==> src/rtl/mf3_pkg.sv <==
// ============================================================================
// mf3_pkg - shared types, constants and compare helpers
// Pixel and window column types, register indexes and the small min, max and
// median selectors used by the 3x3 median filter.
// ============================================================================
`default_nettype none

package mf3_pkg;

    localparam int PIX_W         = 8;
    localparam int ROW_W         = 12;
    localparam int FW_W          = 11;
    localparam int FH_W          = 13;
    localparam int CFG_W         = 13;
    localparam int MAX_WIDTH_DEF = 1024;
    localparam int MAX_HEIGHT    = 4096;
    localparam int MIN_SIZE      = 3;
    localparam int RST_WIDTH     = 512;
    localparam int RST_HEIGHT    = 512;

    typedef logic [PIX_W-1:0] pix_t;

    typedef enum logic {
        REG_FRAME_WIDTH  = 1'b0,
        REG_FRAME_HEIGHT = 1'b1
    } cfg_reg_t;

    // One window column: its three pixels sorted, plus the raw middle-row pixel.
    typedef struct packed {
        pix_t lo;
        pix_t mi;
        pix_t hi;
        pix_t ctr;
    } col_t;

    function automatic pix_t max2(input pix_t a, input pix_t b);
        return (a > b) ? a : b;
    endfunction

    function automatic pix_t min2(input pix_t a, input pix_t b);
        return (a < b) ? a : b;
    endfunction

    function automatic pix_t max3(input pix_t a, input pix_t b, input pix_t c);
        return max2(max2(a, b), c);
    endfunction

    function automatic pix_t min3(input pix_t a, input pix_t b, input pix_t c);
        return min2(min2(a, b), c);
    endfunction

    function automatic pix_t med3(input pix_t a, input pix_t b, input pix_t c);
        return max2(min2(a, b), min2(max2(a, b), c));
    endfunction

    function automatic col_t sort3(input pix_t top, input pix_t mid, input pix_t bot);
        col_t col;
        col.lo  = min3(top, mid, bot);
        col.mi  = med3(top, mid, bot);
        col.hi  = max3(top, mid, bot);
        col.ctr = mid;
        return col;
    endfunction

endpackage

`default_nettype wire

==> src/rtl/mf3_median.sv <==
// ============================================================================
// mf3_median - median of nine from three sorted columns
// First stage registers the largest low, the middle of the mids and the
// smallest high; the median of those three is the median of the window.
// ============================================================================
`default_nettype none

module mf3_median
    import mf3_pkg::*;
(
    input  wire logic aclk,
    input  wire logic en,
    input  wire col_t col_l,
    input  wire col_t col_c,
    input  wire col_t col_r,
    output pix_t      med
);

    pix_t lo_max_reg;
    pix_t mi_med_reg;
    pix_t hi_min_reg;

    always_ff @(posedge aclk) begin
        if (en) begin
            lo_max_reg <= max3(col_l.lo, col_c.lo, col_r.lo);
            mi_med_reg <= med3(col_l.mi, col_c.mi, col_r.mi);
            hi_min_reg <= min3(col_l.hi, col_c.hi, col_r.hi);
        end
    end

    assign med = med3(lo_max_reg, mi_med_reg, hi_min_reg);

endmodule

`default_nettype wire

==> config.mk <==
export PLATFORM = sky130hd
export DESIGN_NAME = mf3_median
export DESIGN_NICKNAME = d
export VERILOG_FILES = /design/src/rtl/mf3_pkg.sv /design/src/rtl/mf3_median.sv
export SDC_FILE = /design/constraint.sdc
export NUM_CORES = 1
export LEC_CHECK = 0
export ABC_AREA = 1
export ABC_CLOCK_PERIOD_IN_PS = 5000
export BUFFER_PORTS_ARGS = -buffer_cell sky130_fd_sc_hd__buf_2
export CAP_MARGIN = 20
export CORE_MARGIN = 3
export CORE_UTILIZATION = 50
export CTS_BUF_LIST = sky130_fd_sc_hd__clkbuf_16
export CTS_CLUSTER_DIAMETER = 30
export DETAILED_ROUTE_END_ITERATION = 6
export HOLD_SLACK_MARGIN = 0.08
export PLACE_DENSITY = 0.82
export RECOVER_POWER = 50
export SYNTH_ARGS = -nofsm -noshare
export SYNTH_HDL_FRONTEND = slang
export SYNTH_SLANG_ARGS = --single-unit
==> constraint.sdc <==
create_clock -name aclk -period 5 [get_ports aclk]
set_input_delay 0.5 -clock aclk [delete_from_list [all_inputs] [get_ports aclk]]
set_output_delay 0.5 -clock aclk [all_outputs]
set_load 0.02 [all_outputs]
==> impl_metrics.ini, run 1 <==
[clock_tree]
cts_root_buffer = clkbuf_16
cts_tree = done
clock-sinks = 24
cts.htree.levels = 1
clk_pin_slew_ns = 0.06
cts_buffer_depth = 2
cts_hold_buf = 0
cts_buffers = 3

[drt]
vias = 4107
avgViaCountPerCell = 5.16
initialDrtViolationCount = 149
drt_first_pass_iters = 6
drc = 0
antenna_left = 0
drt_wl_total_mm = 9.16
routedWlPerCell_um = 11.5

[cells_and_area]
design_area_mm2 = 0.00475
layout.cells.non_filler = 796
drive_gt1_share_pct = 20.4
syn_to_final_growth_pct = 21.7
fin_nets = 872
diodes = 0

[logic_synthesis]
syn_nets = 772
seq_area_frac_synth_pct = 18.5
synth_warnings = 0
synth.top_cells.by_area = ha_1 (24%), edfxtp_1 (18%), nand2_1 (17%), inv_1 (10%), nand3_1 (6.2%)
synth_top_area_share_pct = 24.4
syn_inst = 598
syn_area_mm2 = 0.00390
synth_cell_type_count = 27
synth.largest_area_cell = ha_1
synth_seq_cells = 24
syn_avg_cell_area_um2 = 6.53

[timing]
finalHoldViolCount = 0
period_share_pct = 97.0
fmax_ghz = 0.206
slew_violations = 0
period_needed_ns = 4.85
setup_viol = 0
relSlewSlack_pct = 17.4
setup_ws_ns = 0.148
worst_pin_slew_ns = 1.24

[setup_path]
critPathKind = reg2out
cpPeakStageDelay_ns = 0.44
required_ns = 4.50
crit_slowest_cell = edfxtp_1
start_kind = flop
cp_max_fo = 9
cp.arrival_ns = 4.35
cp-end-kind = primary output
crit_top_cell = nand2_1

[floorplan]
dieHeight_um = 94.3
dieArea_mm2 = 0.00890
rows = 31
start_util_pct = 52.7
core_area_mm2 = 0.00741
ioPinCount = 106
die_x_um = 94.3

[min_path]
hold_path_end = hi_min_reg[7]
min_from = col_r[15]
holdPathStages = 3
hold_path.class = in2reg

[global_routing]
grt_max_degree = 25
grt_pass1_wl_mm = 15.1
first_global_vias = 3870
antenna_found_initial = 0
grt_util_all_layers_pct = 20.2
overflow = 0

[placed_design]
dp_slack_ns = 0.00929
io_buffers = 81
place_congestion = 0.910
dpl.cell_count = 775
dpl_cell_area_mm2 = 0.00443
hpwlAfterDp_mm = 7.61

[power_and_ir_drop]
power.internal_w = 0.00138
ir_drop_v = 0.000404
pwr-share-comb_pct = 80.5
power_frac_clock_pct = 8.0
swShare_pct = 50.8
power_w = 0.00280
switchingPower_w = 0.00142
p_leak_nw = 2.74
cellPowerDensity_mw_per_mm2 = 590
power_frac_seq_pct = 11.5

[run_status]
status = finished clean

[run]
maxCapViolations = 0
cell families (layout without fill, tap and decap cells):
family / after synthesis / in the layout / synth area share [%]
flip-flops: 24 / 24 / 18.5
AND/OR/NAND/NOR: 283 / 284 / 31.5
buffers and inverters: 117 / 215 / 11.4
adder cells (fa/ha/maj): 76 / 76 / 24.4
AO/OA/AOI/OAI: 98 / 98 / 14.3
Yosys cell counts (all sizes together):
master  count
a211oi      6
a21o        2
a21oi      45
a32oi       1
and2        4
buf         4
clkbuf      3
edfxtp     24
ha         76
inv       110
nand2     186
nand3      48
nand4       3
nor2       40
o211ai      1
o21a        1
o21ai      40
o221ai      1
o31ai       1
or2         2
repair_timing:
| action | in CTS | in global routing |
|---|---|---|
| gates resized for setup | 5 | 23 |
| gates cloned | 0 | 1 |
| setup buffers | 3 | 13 |
| pin swaps | 2 | 12 |
| setup endpoints to repair | 8 | 8 |
worst max-delay path by stage:
stage	depth (start not counted)	slack [ns]	endpoint	startpoint
2_1_floorplan	24	0.51	med[0]	lo_max_reg[7]
3_3_place_gp	21	0.20	med[6]	lo_max_reg[7]
3_5_place_dp	24	0.009	med[6]	mi_med_reg[1]
4_1_cts	27	0.03	med[6]	mi_med_reg[3]
5_1_grt	29	-0.09	med[7]	lo_max_reg[7]
6_report	27	0.15	med[7]	lo_max_reg[7]
routing by layer:
layer	global-route usage, %	vias up	wire [um]	part of all wire, %
met3	1.75	24	381	4.2
met5	0	-	0	0
met1	23.1	1816	3870	42
li1	-	2149	-	-
met4	7.46	0	238	2.6
met2	38.4	118	4670	51
cell type report:
cell class              instances  area (um2)
flip-flops and latches         24         721
well taps                      99         124
clock inverters                 1        30.0
multi-input cells             458        2810
repair buffers                101         574
clock buffers                   3        75.1
fillers                       657        2660
inverters                     110         413
cells in the final DEF (no fill, tap or decap), types with 4 or more instances in the layout:
cell,count
a21oi_1,44
and2_1,4
buf_2,75
buf_4,21
edfxtp_1,24
ha_1,74
inv_1,105
inv_2,5
nand2_1,171
nand2_2,7
nand2_4,8
nand3_1,48
nor2_1,36
nor2_2,4
o21ai_0,33
o21ai_1,4
power groups by stage:
stage	Combinational (W)	Clock [W]	Sequential, W
after floorplan	0.00136	0	0.000312
after global placement	0.00176	0	0.000324
after detailed placement	0.00184	0	0.000326
after CTS	0.00194	0.000227	0.000323
after global routing	0.00252	0.000233	0.000328
final	0.00225	0.000224	0.000323
worst max-delay path: cells and delay by family, from the launching register on:
family	cells	cell delay [ns]
buffers and inverters	5	0.65
and+or+nand+nor	15	1.34
DFF	1	0.44
AOI/OAI and AO/OA	4	0.74
adders and majority gates	3	0.89
through the flow:
stage | TNS [ns] | hold slack [ns] | util (%)
floorplan | 0 | 0.612 | -
global placement | 0 | 0.795 | 59.8
detailed placement | 0 | 0.793 | 59.8
CTS | 0 | 0.528 | 61.7
global route | -0.653 | 0.541 | 64.1
finish | 0 | 0.528 | 64.1
No activity file was read; power rests on OpenSTA's default activity.
==> run 2: changes to the inputs <==
--- a/config.mk
+++ b/config.mk
@@ -9,13 +9,16 @@
 export ABC_CLOCK_PERIOD_IN_PS = 5000
 export BUFFER_PORTS_ARGS = -buffer_cell sky130_fd_sc_hd__buf_2
 export CAP_MARGIN = 20
+export CELL_PAD_IN_SITES_DETAIL_PLACEMENT = 0
+export CELL_PAD_IN_SITES_GLOBAL_PLACEMENT = 2
 export CORE_MARGIN = 3
-export CORE_UTILIZATION = 50
+export CORE_UTILIZATION = 28
 export CTS_BUF_LIST = sky130_fd_sc_hd__clkbuf_16
 export CTS_CLUSTER_DIAMETER = 30
 export DETAILED_ROUTE_END_ITERATION = 6
+export GPL_TIMING_DRIVEN = 0
 export HOLD_SLACK_MARGIN = 0.08
-export PLACE_DENSITY = 0.82
+export PLACE_DENSITY = 0.86
 export RECOVER_POWER = 50
 export SYNTH_ARGS = -nofsm -noshare
 export SYNTH_HDL_FRONTEND = slang
==> impl_metrics.ini, run 2 (synthesis gave the netlist of run 1 again) <==
[placed_design]
dpl_cell_area_mm2 = 0.00453
io_buffers = 81
place_congestion = 0.778
hpwlAfterDp_mm = 8.61

[clock_tree]
cts_tree = done
clock-sinks = 24
cts_buffer_depth = 2
clk_pin_slew_ns = 0.07
cts_buffers = 3
cts_root_buffer = clkbuf_16
cts.htree.levels = 1

[timing]
relSlewSlack_pct = 16.5
period_needed_ns = 4.83
worst_pin_slew_ns = 1.25
finalHoldViolCount = 0
slew_violations = 0
rsz0062_at_grt = true
fmax_ghz = 0.207
period_share_pct = 96.6
setup_viol = 0

[floorplan]
die_x_um = 124
rows = 42
ioPinCount = 106
core_area_mm2 = 0.0135
dieArea_mm2 = 0.0154
start_util_pct = 29.0
dieHeight_um = 124

[setup_path]
cp-end-kind = primary output
crit_path_start = mi_med_reg[7]
cp_max_fo = 8
start_kind = flop
cp.arrival_ns = 4.33
required_ns = 4.50
critPathKind = reg2out

[global_routing]
grt_util_all_layers_pct = 12.9
grt_pass1_wl_mm = 16.4
antenna_found_initial = 0
overflow = 0
grt_max_degree = 25
first_global_vias = 3777

[min_path]
hold_path.class = in2reg
min_from = col_r[15]

[cells_and_area]
utilization_pct = 37.6
diodes = 0
layout_commonest_cell = nand2_1
fillers = 1466
fin_nets = 874
final_cell_mix = nand2_1 (157), inv_1 (104), buf_2 (77), ha_1 (69), nand3_1 (47)
drive_gt1_share_pct = 23.9
design_area_mm2 = 0.00506
syn_to_final_growth_pct = 29.6

[drt]
avgViaCountPerCell = 4.54
routed.top_layer = met4
met2_length_mm = 4.88
vias = 3976
initialDrtViolationCount = 179
drt_first_pass_iters = 4
m1WireLength_mm = 4.78
wl_met3_um = 333
antenna_left = 0
drc = 0
routedWlPerCell_um = 11.5
drt_wl_total_mm = 10.1

[run]
maxCapViolations = 0

[run_status]
status = finished clean

[power_and_ir_drop]
power_w = 0.00313
p_leak_nw = 2.78
cellPowerDensity_mw_per_mm2 = 619
ir_drop_v = 0.000401
[run 2: per-stage QoR]
stage | std cells | hold slack (ns) | TNS (ns) | setup slack, ns
6_report | 875 | 0.518 | 0 | 0.168
5_1_grt | 875 | 0.532 | -0.632 | -0.101
4_1_cts | 863 | 0.521 | 0 | 0.0150
3_5_place_dp | 855 | 0.792 | -2.45 | -0.352
3_3_place_gp | 855 | 0.796 | -2.00 | -0.286
2_1_floorplan | 598 | 0.612 | 0 | 0.513
[run 2: final cells by class]
class	count	area, um2	share of cell area [%]
buffer	7	37.5	0.742
clock buffer	3	75.1	1.48
clock inverter	1	30.0	0.594
inverter	110	413	8.16
multi-input combinational	457	2980	58.9
sequential	24	721	14.2
tap	176	220	4.35
timing repair buffer	97	584	11.6
[run 2: worst max-delay path: stages, from the launching register on]
cell and delay (ns):
edfxtp_1 0.46, inv_2 0.10, ha_4 0.20, a21o_1 0.18
nor2_2 0.14, nand2_4 0.08, nand2_4 0.12, buf_6 0.15
nand2_2 0.07, o21ai_4 0.09, ha_4 0.23, buf_6 0.11
a211oi_4 0.38, nand2_4 0.15, nand2_4 0.12, nand2_4 0.05
ha_4 0.26, inv_1 0.03, nor2_1 0.09, nor2_1 0.05
o21a_1 0.19, o221ai_2 0.21, o31ai_4 0.14, buf_6 0.16
nand3_1 0.09, nand2_2 0.07, buf_6 0.13
[run 2: worst paths after layout]
path,to,slack (ns),cells past startpoint
max,med[3],0.17,26
min,hi_min_reg[7],0.52,3
[run 2: routing by layer]
metal	GRT usage (%)	vias up
met5	0	-
met4	1.64	0
met3	1.27	6
met2	23.0	64
met1	17.2	1758
li1	-	2148
[run 2: timing repair]
action                                  4_1_cts  5_1_grt
endpoints found under the setup margin        8       10
setup buffers                                 4       10
gates resized for setup                       8       70
pin swaps                                     3       23
cloned                                        0        1
hold buffers                                  0        0
[run 2: power by group]
group | switching, W | internal [W]
sequential | 0.0000354 | 0.000290
combinational | 0.00145 | 0.00112
clock | 0.0000729 | 0.000159
