File: src/rtl/mf3_pkg.sv
// ============================================================================
// mf3_pkg - shared types, constants and compare helpers
// Pixel and window column types, register indexes and the small min, max and
// median selectors used by the 3x3 median filter.
// ============================================================================
`default_nettype none

package mf3_pkg;

    localparam int PIX_W         = 8;
    localparam int ROW_W         = 12;
    localparam int FW_W          = 11;
    localparam int FH_W          = 13;
    localparam int CFG_W         = 13;
    localparam int MAX_WIDTH_DEF = 1024;
    localparam int MAX_HEIGHT    = 4096;
    localparam int MIN_SIZE      = 3;
    localparam int RST_WIDTH     = 512;
    localparam int RST_HEIGHT    = 512;

    typedef logic [PIX_W-1:0] pix_t;

    typedef enum logic {
        REG_FRAME_WIDTH  = 1'b0,
        REG_FRAME_HEIGHT = 1'b1
    } cfg_reg_t;

    // One window column: its three pixels sorted, plus the raw middle-row pixel.
    typedef struct packed {
        pix_t lo;
        pix_t mi;
        pix_t hi;
        pix_t ctr;
    } col_t;

    function automatic pix_t max2(input pix_t a, input pix_t b);
        return (a > b) ? a : b;
    endfunction

    function automatic pix_t min2(input pix_t a, input pix_t b);
        return (a < b) ? a : b;
    endfunction

    function automatic pix_t max3(input pix_t a, input pix_t b, input pix_t c);
        return max2(max2(a, b), c);
    endfunction

    function automatic pix_t min3(input pix_t a, input pix_t b, input pix_t c);
        return min2(min2(a, b), c);
    endfunction

    function automatic pix_t med3(input pix_t a, input pix_t b, input pix_t c);
        return max2(min2(a, b), min2(max2(a, b), c));
    endfunction

    function automatic col_t sort3(input pix_t top, input pix_t mid, input pix_t bot);
        col_t col;
        col.lo  = min3(top, mid, bot);
        col.mi  = med3(top, mid, bot);
        col.hi  = max3(top, mid, bot);
        col.ctr = mid;
        return col;
    endfunction

endpackage

`default_nettype wire

File: src/rtl/mf3_col_cell.sv
// ============================================================================
// mf3_col_cell - one column of the 3x3 window
// Holds a sorted column and passes it to its left neighbour on every shift.
// ============================================================================
`default_nettype none

module mf3_col_cell
    import mf3_pkg::*;
(
    input  wire logic aclk,
    input  wire logic aresetn,
    input  wire logic shift_en,
    input  wire col_t col_in,
    output col_t      col_out
);

    col_t col_reg;
    col_t col_next;

    assign col_next = shift_en ? col_in : col_reg;

    always_ff @(posedge aclk) begin
        if (!aresetn) begin
            col_reg <= '0;
        end else begin
            col_reg <= col_next;
        end
    end

    assign col_out = col_reg;

endmodule

`default_nettype wire

File: config.mk
export PLATFORM = sky130hd
export DESIGN_NAME = mf3_col_cell
export DESIGN_NICKNAME = d
export VERILOG_FILES = /design/src/rtl/mf3_pkg.sv /design/src/rtl/mf3_col_cell.sv
export SDC_FILE = /design/constraint.sdc
export NUM_CORES = 1
export LEC_CHECK = 0
export BUFFER_PORTS_ARGS = -buffer_cell sky130_fd_sc_hd__buf_2
export CAP_MARGIN = 20
export CORE_UTILIZATION = 47
export DETAILED_ROUTE_END_ITERATION = 6
export GPL_ROUTABILITY_DRIVEN = 1
export PLACE_DENSITY = 0.89
export SYNTH_ARGS = -nofsm -noshare
export SYNTH_HDL_FRONTEND = slang
export SYNTH_SLANG_ARGS = --single-unit
File: constraint.sdc
create_clock -name aclk -period 2.5 [get_ports aclk]
set_clock_uncertainty 0.2 [all_clocks]
set_input_delay 0.125 -clock aclk [delete_from_list [all_inputs] [get_ports aclk]]
set_output_delay 0.125 -clock aclk [all_outputs]
set_load 0.02 [all_outputs]
==> metrics.txt, run 1 <==
Clk pwr share=28.1%; startpoint types=input port; final hold violations=0; RSZ-0062 raised after global routing=no; ant diodes=0; register clock-pin slew on the reported worst setup and hold paths=100 ps; Max-Cap Viols=0; hold crit path type=input port to register; register bit count reported by yosys=32; Core Area=0.00250 mm^2; Peak VDD IR=460 uV; pin count of the biggest net entering global routing=33; CTS resizes=0; CTS tree=built; post-synthesis mux area share=25.8%; grt total ovfl=0; Final Instance Area=0.00191 mm^2; first-pass GRT wire length=4.37 mm; Placed Area=0.00153 mm^2; final wirelength=2.88 mm; WL/cell=12.4 um; Pleak=0.975 nW; WHS Path Cells=2; Worst Max-Slew Pin Slew=911 ps; power per cell area=555 mW/mm^2; Syn Nets=138; final setup fails=0; XOR/XNOR Fraction of Synth Area=0%; WS Path Type=input port to register; P_sw=278 uW; Initial Util=49.7%; antenna violations before repair=0; Vias per Instance=4.54; Core Rows=18; CP Max Fanout=32; Tot GR Track Use=22.4%; clock root buffer master=clkbuf_4; Die Span Y=53.4 um; number of global-route vias before repair=1,003; Final Cycle Share=47.1%; fin crit period=1180 ps; later-pin clock latency in the skew report=320 ps; Routed Antenna Nets=0; headroom to the max-slew limit=39.3%; total CTS buffers=5; Comb power frac=19.5%; share of layout cells above drive strength 1=36.6%; adder-cell area share of the yosys netlist=0%; Layout Nets=236; Seq pwr share=52.3%; Final Max Slew Viols=0; M3 GR Usage=6.61%; number of flip-flops in the largest register=32; routability cong.=0.647; GR Util met2=41.3%; Synth Warn #=0; Post-Syn Area=0.00124 mm^2; DP Cell Count=192; gr busiest metal=met2; status=finished, final reports clean; Syn-to-layout area delta=53.6%; CP required=2520 ps; Netlist cell types=6; Post-Synthesis Cells=103; TNS Setup=0 ps; hpwl dp=1.60 mm; Compound-Gate Fraction of Synth Area=0%; H-tree levels=2; Vias=1,054; register area share after synthesis=51.5%; Max Root-Sink Buffers=2; die width=53.4 um; Fill cells=178; largest family of logic cells by synthesized area=multiplexers; DIE AREA=0.00286 mm^2; most frequent cells in the layout=66 x buf_2, 32 x mux2i_1, 32 x nor2b_1, 32 x dfxtp_1, 32 x dlygate4sd3_1; CP Capture Type=register; most common cell after layout, fill and taps aside=buf_2; Clock Sinks=32; mean post-synth cell area=12.1 um^2; switch share=26.2%; simple-gate share of the synthesized area=16.1%; area of the multi-input gates=520 um^2; # IOs=67; fmax=0.850 GHz; PortBufs=66; Detailed Route Iter0 Violations=6; FF+latch area=641 um^2; final non-filler cell total=232; crit path DAT=1190 ps; R2R cell count=2; cell-internal power=783 uW; Residual DRC=0; M1 GR Usage=23.0%; TritonRoute pass-1 iters=3
==> worst paths after layout <==
path | startpoint | endpoint | slack [ps]
max | shift_en | col_out[25]$_SDFFE_PN0P_ | 1320
min reg2reg | col_out[11]$_SDFFE_PN0P_ | col_out[11]$_SDFFE_PN0P_ | 320
min | aresetn | col_out[4]$_SDFFE_PN0P_ | 60
max reg2reg | col_out[25]$_SDFFE_PN0P_ | col_out[25]$_SDFFE_PN0P_ | 1640
==> cell usage after synthesis <==
master	n	area [um^2]
buf_6	1	11.3
mux2i_1	32	320
nor2b_1	32	200
clkbuf_1	3	11.3
buf_12	3	60.1
dfxtp_1	32	641
==> stage by stage <==
step	worst slack (ps)	util (%)	total power, mW	hold slack [ps]
final	1320	76.4	1.06	64.3
after global placement	1070	61.2	0.727	181
after detailed placement	999	61.2	0.733	196
after CTS	1320	76.4	1.07	59.7
after floorplan	1590	-	0.680	53.2
after global routing	1250	76.4	1.12	75.1
==> power by group through the flow <==
stage	sequential [mW]	combinational [mW]	clock [mW]
after floorplan	0.604	0.0763	0
after global placement	0.564	0.162	0
after detailed placement	0.566	0.167	0
after CTS	0.555	0.205	0.310
after global routing	0.559	0.225	0.334
final	0.555	0.207	0.298
==> layout make-up <==
class / count / area share [%]
timing repair buffer: 98 / 34.1
tap: 30 / 1.96
clock buffer: 6 / 2.69
multi-input combinational: 64 / 27.2
sequential: 32 / 33.5
clock inverter: 2 / 0.524
==> metal layers <==
metal	vias up	wire length, um
li1	536	-
met1	476	1110
met5	-	0
met4	0	35
met3	5	150
met2	37	1580
==> what timing repair did <==
| item | CTS | global route |
|---|---|---|
| endpoints found under the hold margin | 32 | 0 |
| hold buffers | 32 | 0 |
| setup buffers | 0 | 0 |
| endpoints found under the setup margin | 0 | 0 |
==> critical path, cell delays in order <==
cell     delay, ps
buf_2          680
mux2i_1        310
nor2b_1         70
==> cells by family (layout without fill, tap and decap cells) <==
family,Yosys count,after routing
AND/OR/NAND/NOR,32,32
flip-flops,32,32
buffers and inverters,7,106
multiplexers,32,32
Power figures use the tool's default switching activity.
==> run 2: changes to the inputs <==
CORE_UTILIZATION = 39   (was 47)
PLACE_DENSITY = 0.8   (was 0.89)
clock period = 1 ns   (was 2.5 ns; I/O delays follow)
==> run 2 against run 1 <==
  * The flow now finishes with violations (negative hold slack, negative setup slack)
  * First-iteration DRC count increased by 33%
  * Die area increased by 20%
  * Register-to-register slack got worse by 1600 ps
  * Combinational power increased to 3.1 times the previous value
  * Sequential share of layout area decreased by 3.2 points
  * Final cell count increased by 8.6%
==> metrics.txt, run 2 (same netlist as run 1, synthesis figures left out) <==
Worst path top cell family by delay=flip-flops; Core Rows=20; DIE AREA=0.00342 mm^2; status=finished, violations left; worst setup margin=-59.5 ps; WHS Path Cells=2; CP Capture Type=output pin; clock root buffer master=clkbuf_4; most frequent cells in the layout=34 x buf_2, 33 x buf_6, 32 x nor2b_1, 32 x dfxtp_2, 32 x dlygate4sd3_1; die width=58.5 um; later-pin clock latency in the skew report=320 ps; Clock Sinks=32; Worst Max-Slew Pin Slew=414 ps; Final Instance Area=0.00224 mm^2; Routed Antenna Nets=0; final hold violations=30; Worst R2R Setup Slack=30 ps; WS Path Type=register to output pin; CP max stage delay=360 ps; number of flip-flops in the largest register=32; CP Max Fanout=2; startpoint types=register; fin crit period=1060 ps; first-pass GRT wire length=5.02 mm; pre-CTS setup slack=-16.0 ps; Detailed Route Iter0 Violations=8; FF-to-FF Start=col_out[12]$_SDFFE_PN0P_; final wirelength=3.33 mm; Layout Nets=242; hold crit path type=input port to register; Pleak=1.05 nW; Vias=1,084; Fill cells=204; final setup fails=32; hpwl dp=1.74 mm; antenna violations before repair=0; area of the multi-input gates=524 um^2; number of global-route vias before repair=1,129; routability cong.=0.632; Final Cycle Share=106%; CTS tree=built; total power=2.83 mW; pin count of the biggest net entering global routing=33; share of layout cells above drive strength 1=53.4%; WL/cell=13.2 um; Tot GR Track Use=20.5%; most common cell after layout, fill and taps aside=buf_2; Vias per Instance=4.30; Initial Util=41.1%; crit-path cells=buf_6; R2R cell count=3; register clock-pin slew on the reported worst setup and hold paths=100 ps; cts hold-fix bufs=32; crit path DAT=810 ps; Crit Reg-Reg Endpoint=col_out[12]$_SDFFE_PN0P_; total CTS buffers=5; hold_ws=-24.8 ps; CP Buf/Inv Count=1; grt total ovfl=0; FF+latch area=681 um^2; Residual DRC=0; Peak VDD IR=1040 uV; TritonRoute pass-1 iters=4; total stage count of the critical path=1; H-tree levels=2; Die Span Y=58.5 um; ant diodes=0; power per cell area=1260 mW/mm^2; CP required=750 ps; RSZ-0062 raised after global routing=yes; Core Area=0.00303 mm^2; Placed Area=0.00159 mm^2; # IOs=67; violated checks=negative hold slack, negative setup slack; headroom to the max-slew limit=72.4%; Endpoint, Worst Hold=col_out[9]$_SDFFE_PN0P_; Crit-path slowest cell=dfxtp_2; Final Max Slew Viols=0; hold path startpoint=aresetn; Max-Cap Viols=0; PortBufs=66; Syn-to-layout area delta=80.4%; Max Root-Sink Buffers=2; fmax=0.944 GHz
-- run 2: area by class of cell --
class,instances,share of cell area (%)
timing repair buffer,104,41.2
sequential,32,30.3
multi-input combinational,64,23.4
clock buffer,8,2.62
tap,44,2.45
-- run 2: repair_timing --
action	CTS	global route
buffers inserted	2	2
hold endpoints to repair	32	4
endpoints found under the setup margin	32	33
resized for setup	96	2
pin swaps	0	0
-- run 2: worst max path at each step --
stage | slack [ps] | from | end
finish | -60 | col_out[13]$_SDFFE_PN0P_ | col_out[13]
global route | -100 | col_out[10]$_SDFFE_PN0P_ | col_out[10]
CTS | -50 | col_out[25]$_SDFFE_PN0P_ | col_out[25]
detailed placement | -20 | shift_en | col_out[11]$_SDFFE_PN0P_
global placement | 50 | shift_en | col_out[11]$_SDFFE_PN0P_
floorplan | 130 | col_out[0]$_SDFFE_PN0P_ | col_out[0]$_SDFFE_PN0P_
-- run 2: power by group --
| part | total, mW | switching [mW] | internal [mW] |
|---|---|---|---|
| combinational | 0.647 | 0.260 | 0.387 |
| sequential | 1.42 | 0.0561 | 1.37 |
| clock | 0.761 | 0.414 | 0.347 |
-- run 2: through the flow --
stage	utilization (%)	setup TNS (ps)	hold slack, ps	std cells
after floorplan	-	0	-21.8	103
after detailed placement	52.4	-16.7	118	208
final	74.1	-1160	-24.8	252
after global placement	52.4	0	105	208
after CTS	73.3	-1360	-21.1	250
after global routing	74.1	-2520	-12.4	252
-- run 2: metal layers --
metal / routed length [um] / GRT usage [%] / vias to the layer above
li1: - / - / 546
met5: 0 / 0 / -
met4: 25 / 5.10 / 0
met3: 180 / 7.91 / 4
met1: 1140 / 19.1 / 497
met2: 1980 / 41.1 / 37
==> run 3: changes to the inputs <==
SETUP_SLACK_MARGIN = 0.2   (was not set)
==> run 3 against run 2 <==
  * Global-route usage fell by 4.3 points
  * Clock power down 13%
  * Via count is 12% lower
  * Clock-buffer cell count shrank 2
  * Register-to-register slack better by 20 ps
  * Core utilization is 11 points lower
  * Hold slack worse by 200 ps
  * Sequential cell count unchanged
  * The run still ends with negative hold slack, negative setup slack left
  * Largest power group unchanged
  * Sequential power about the same
==> metrics.txt, run 3 (same netlist as run 1, synthesis figures left out) <==
H-tree levels=2; total power=2.61 mW; Residual DRC=0; crit path from=col_out[7]$_SDFFE_PN0P_; later-pin clock latency in the skew report=310 ps; Crit-path slowest cell=dfxtp_2; FF-to-FF Start=col_out[7]$_SDFFE_PN0P_; hold crit path type=input port to register; Final Cycle Share=105%; register clock-pin slew on the reported worst setup and hold paths=90 ps; final wirelength=2.54 mm; fin crit period=1050 ps; Initial Util=41.1%; CP Buf/Inv Count=1; pin count of the biggest net entering global routing=33; Worst path top cell family by delay=flip-flops; Layout Nets=208; share of layout cells above drive strength 1=62.4%; final core utilization=62.6%; Routed Antenna Nets=0; Peak VDD IR=850 uV; Vias=956; Vias per Instance=4.41; pre-CTS setup slack=11.8 ps; Detailed Route Iter0 Violations=15; CP Max Fanout=2; WL/cell=11.7 um; Syn-to-layout area delta=52.4%; hold_ws=-220 ps; Tot GR Track Use=16.2%; CTS tree=built; crit-path cells=buf_6; Worst Max-Slew Pin Slew=423 ps; Max-Cap Viols=0; fmax=0.954 GHz; headroom to the max-slew limit=71.8%; Fill cells=248; worst setup margin=-48.5 ps; final setup fails=32; area of the multi-input gates=520 um^2; power per cell area=1380 mW/mm^2; most frequent cells in the layout=34 x buf_2, 34 x buf_6, 32 x mux2i_1, 32 x nor2b_1, 32 x dfxtp_2; Max Root-Sink Buffers=2; WS Path Type=register to output pin; Die Span Y=58.5 um; DIE AREA=0.00342 mm^2; hold path startpoint=col_in[19]; TritonRoute pass-1 iters=3; R2R cell count=3; RSZ-0062 raised after global routing=yes; Clock Sinks=32; die width=58.5 um; clock root buffer master=clkbuf_4; routability cong.=0.679; DP Cell Count=208; Pleak=0.908 nW; number of flip-flops in the largest register=32; crit path DAT=800 ps; violated checks=negative hold slack, negative setup slack; status=finished, violations left; # IOs=67; antenna violations before repair=0; startpoint types=register; grt total ovfl=0; hpwl dp=1.71 mm; CP Capture Type=output pin; WHS Path Cells=3; Final Max Slew Viols=0; CP required=750 ps; first-pass GRT wire length=4.13 mm; final non-filler cell total=217; total stage count of the critical path=1; Core Area=0.00303 mm^2; CP max stage delay=360 ps; ant diodes=0; PortBufs=66; total CTS buffers=5; FF+latch area=681 um^2; number of global-route vias before repair=966; Core Rows=20; final hold violations=32
==> run 3: layout make-up <==
type | count | share of cell area [%]
Clock buffer | 6 | 2.18
Clock inverter | 1 | 0.264
Multi-Input combinational cell | 64 | 27.5
Sequential cell | 32 | 35.9
Tap cell | 44 | 2.90
Timing Repair Buffer | 70 | 31.3
==> run 3: per-layer routing <==
metal  up-vias  part of all wire (%)  global-route usage, %
li1        476                     -                      -
met1       428                    42                   17.3
met2        46                    47                   26.6
met3         6                   8.7                   8.13
met4         0                   1.9                   8.16
met5         -                     0                      0
==> run 3: path summary, 6_finish.rpt <==
kind / slack, ps / endpoint
worst max-delay path: -50 / col_out[7]
worst min-delay path: -220 / col_out[19]$_SDFFE_PN0P_
worst max register to register: 50 / col_out[7]$_SDFFE_PN0P_
worst min register to register: 330 / col_out[15]$_SDFFE_PN0P_
==> run 3: repair_timing <==
item | in CTS | in global routing
setup endpoints to repair | 57 | 64
pin swaps | 0 | 0
setup buffers | 0 | 2
resized for setup | 64 | 2
hold endpoints to repair | 32 | 32
==> run 3: stage by stage <==
step	setup TNS, ps	area, um^2
finish	-900	1900
global route	-2340	1900
CTS	-1600	1870
detailed placement	0	1630
global placement	0	1630
floorplan	0	1290
==> run 3: report_power, final <==
part           switching [mW]  internal (mW)
registers              0.0545           1.37
clock network           0.402          0.259
logic                   0.231          0.299
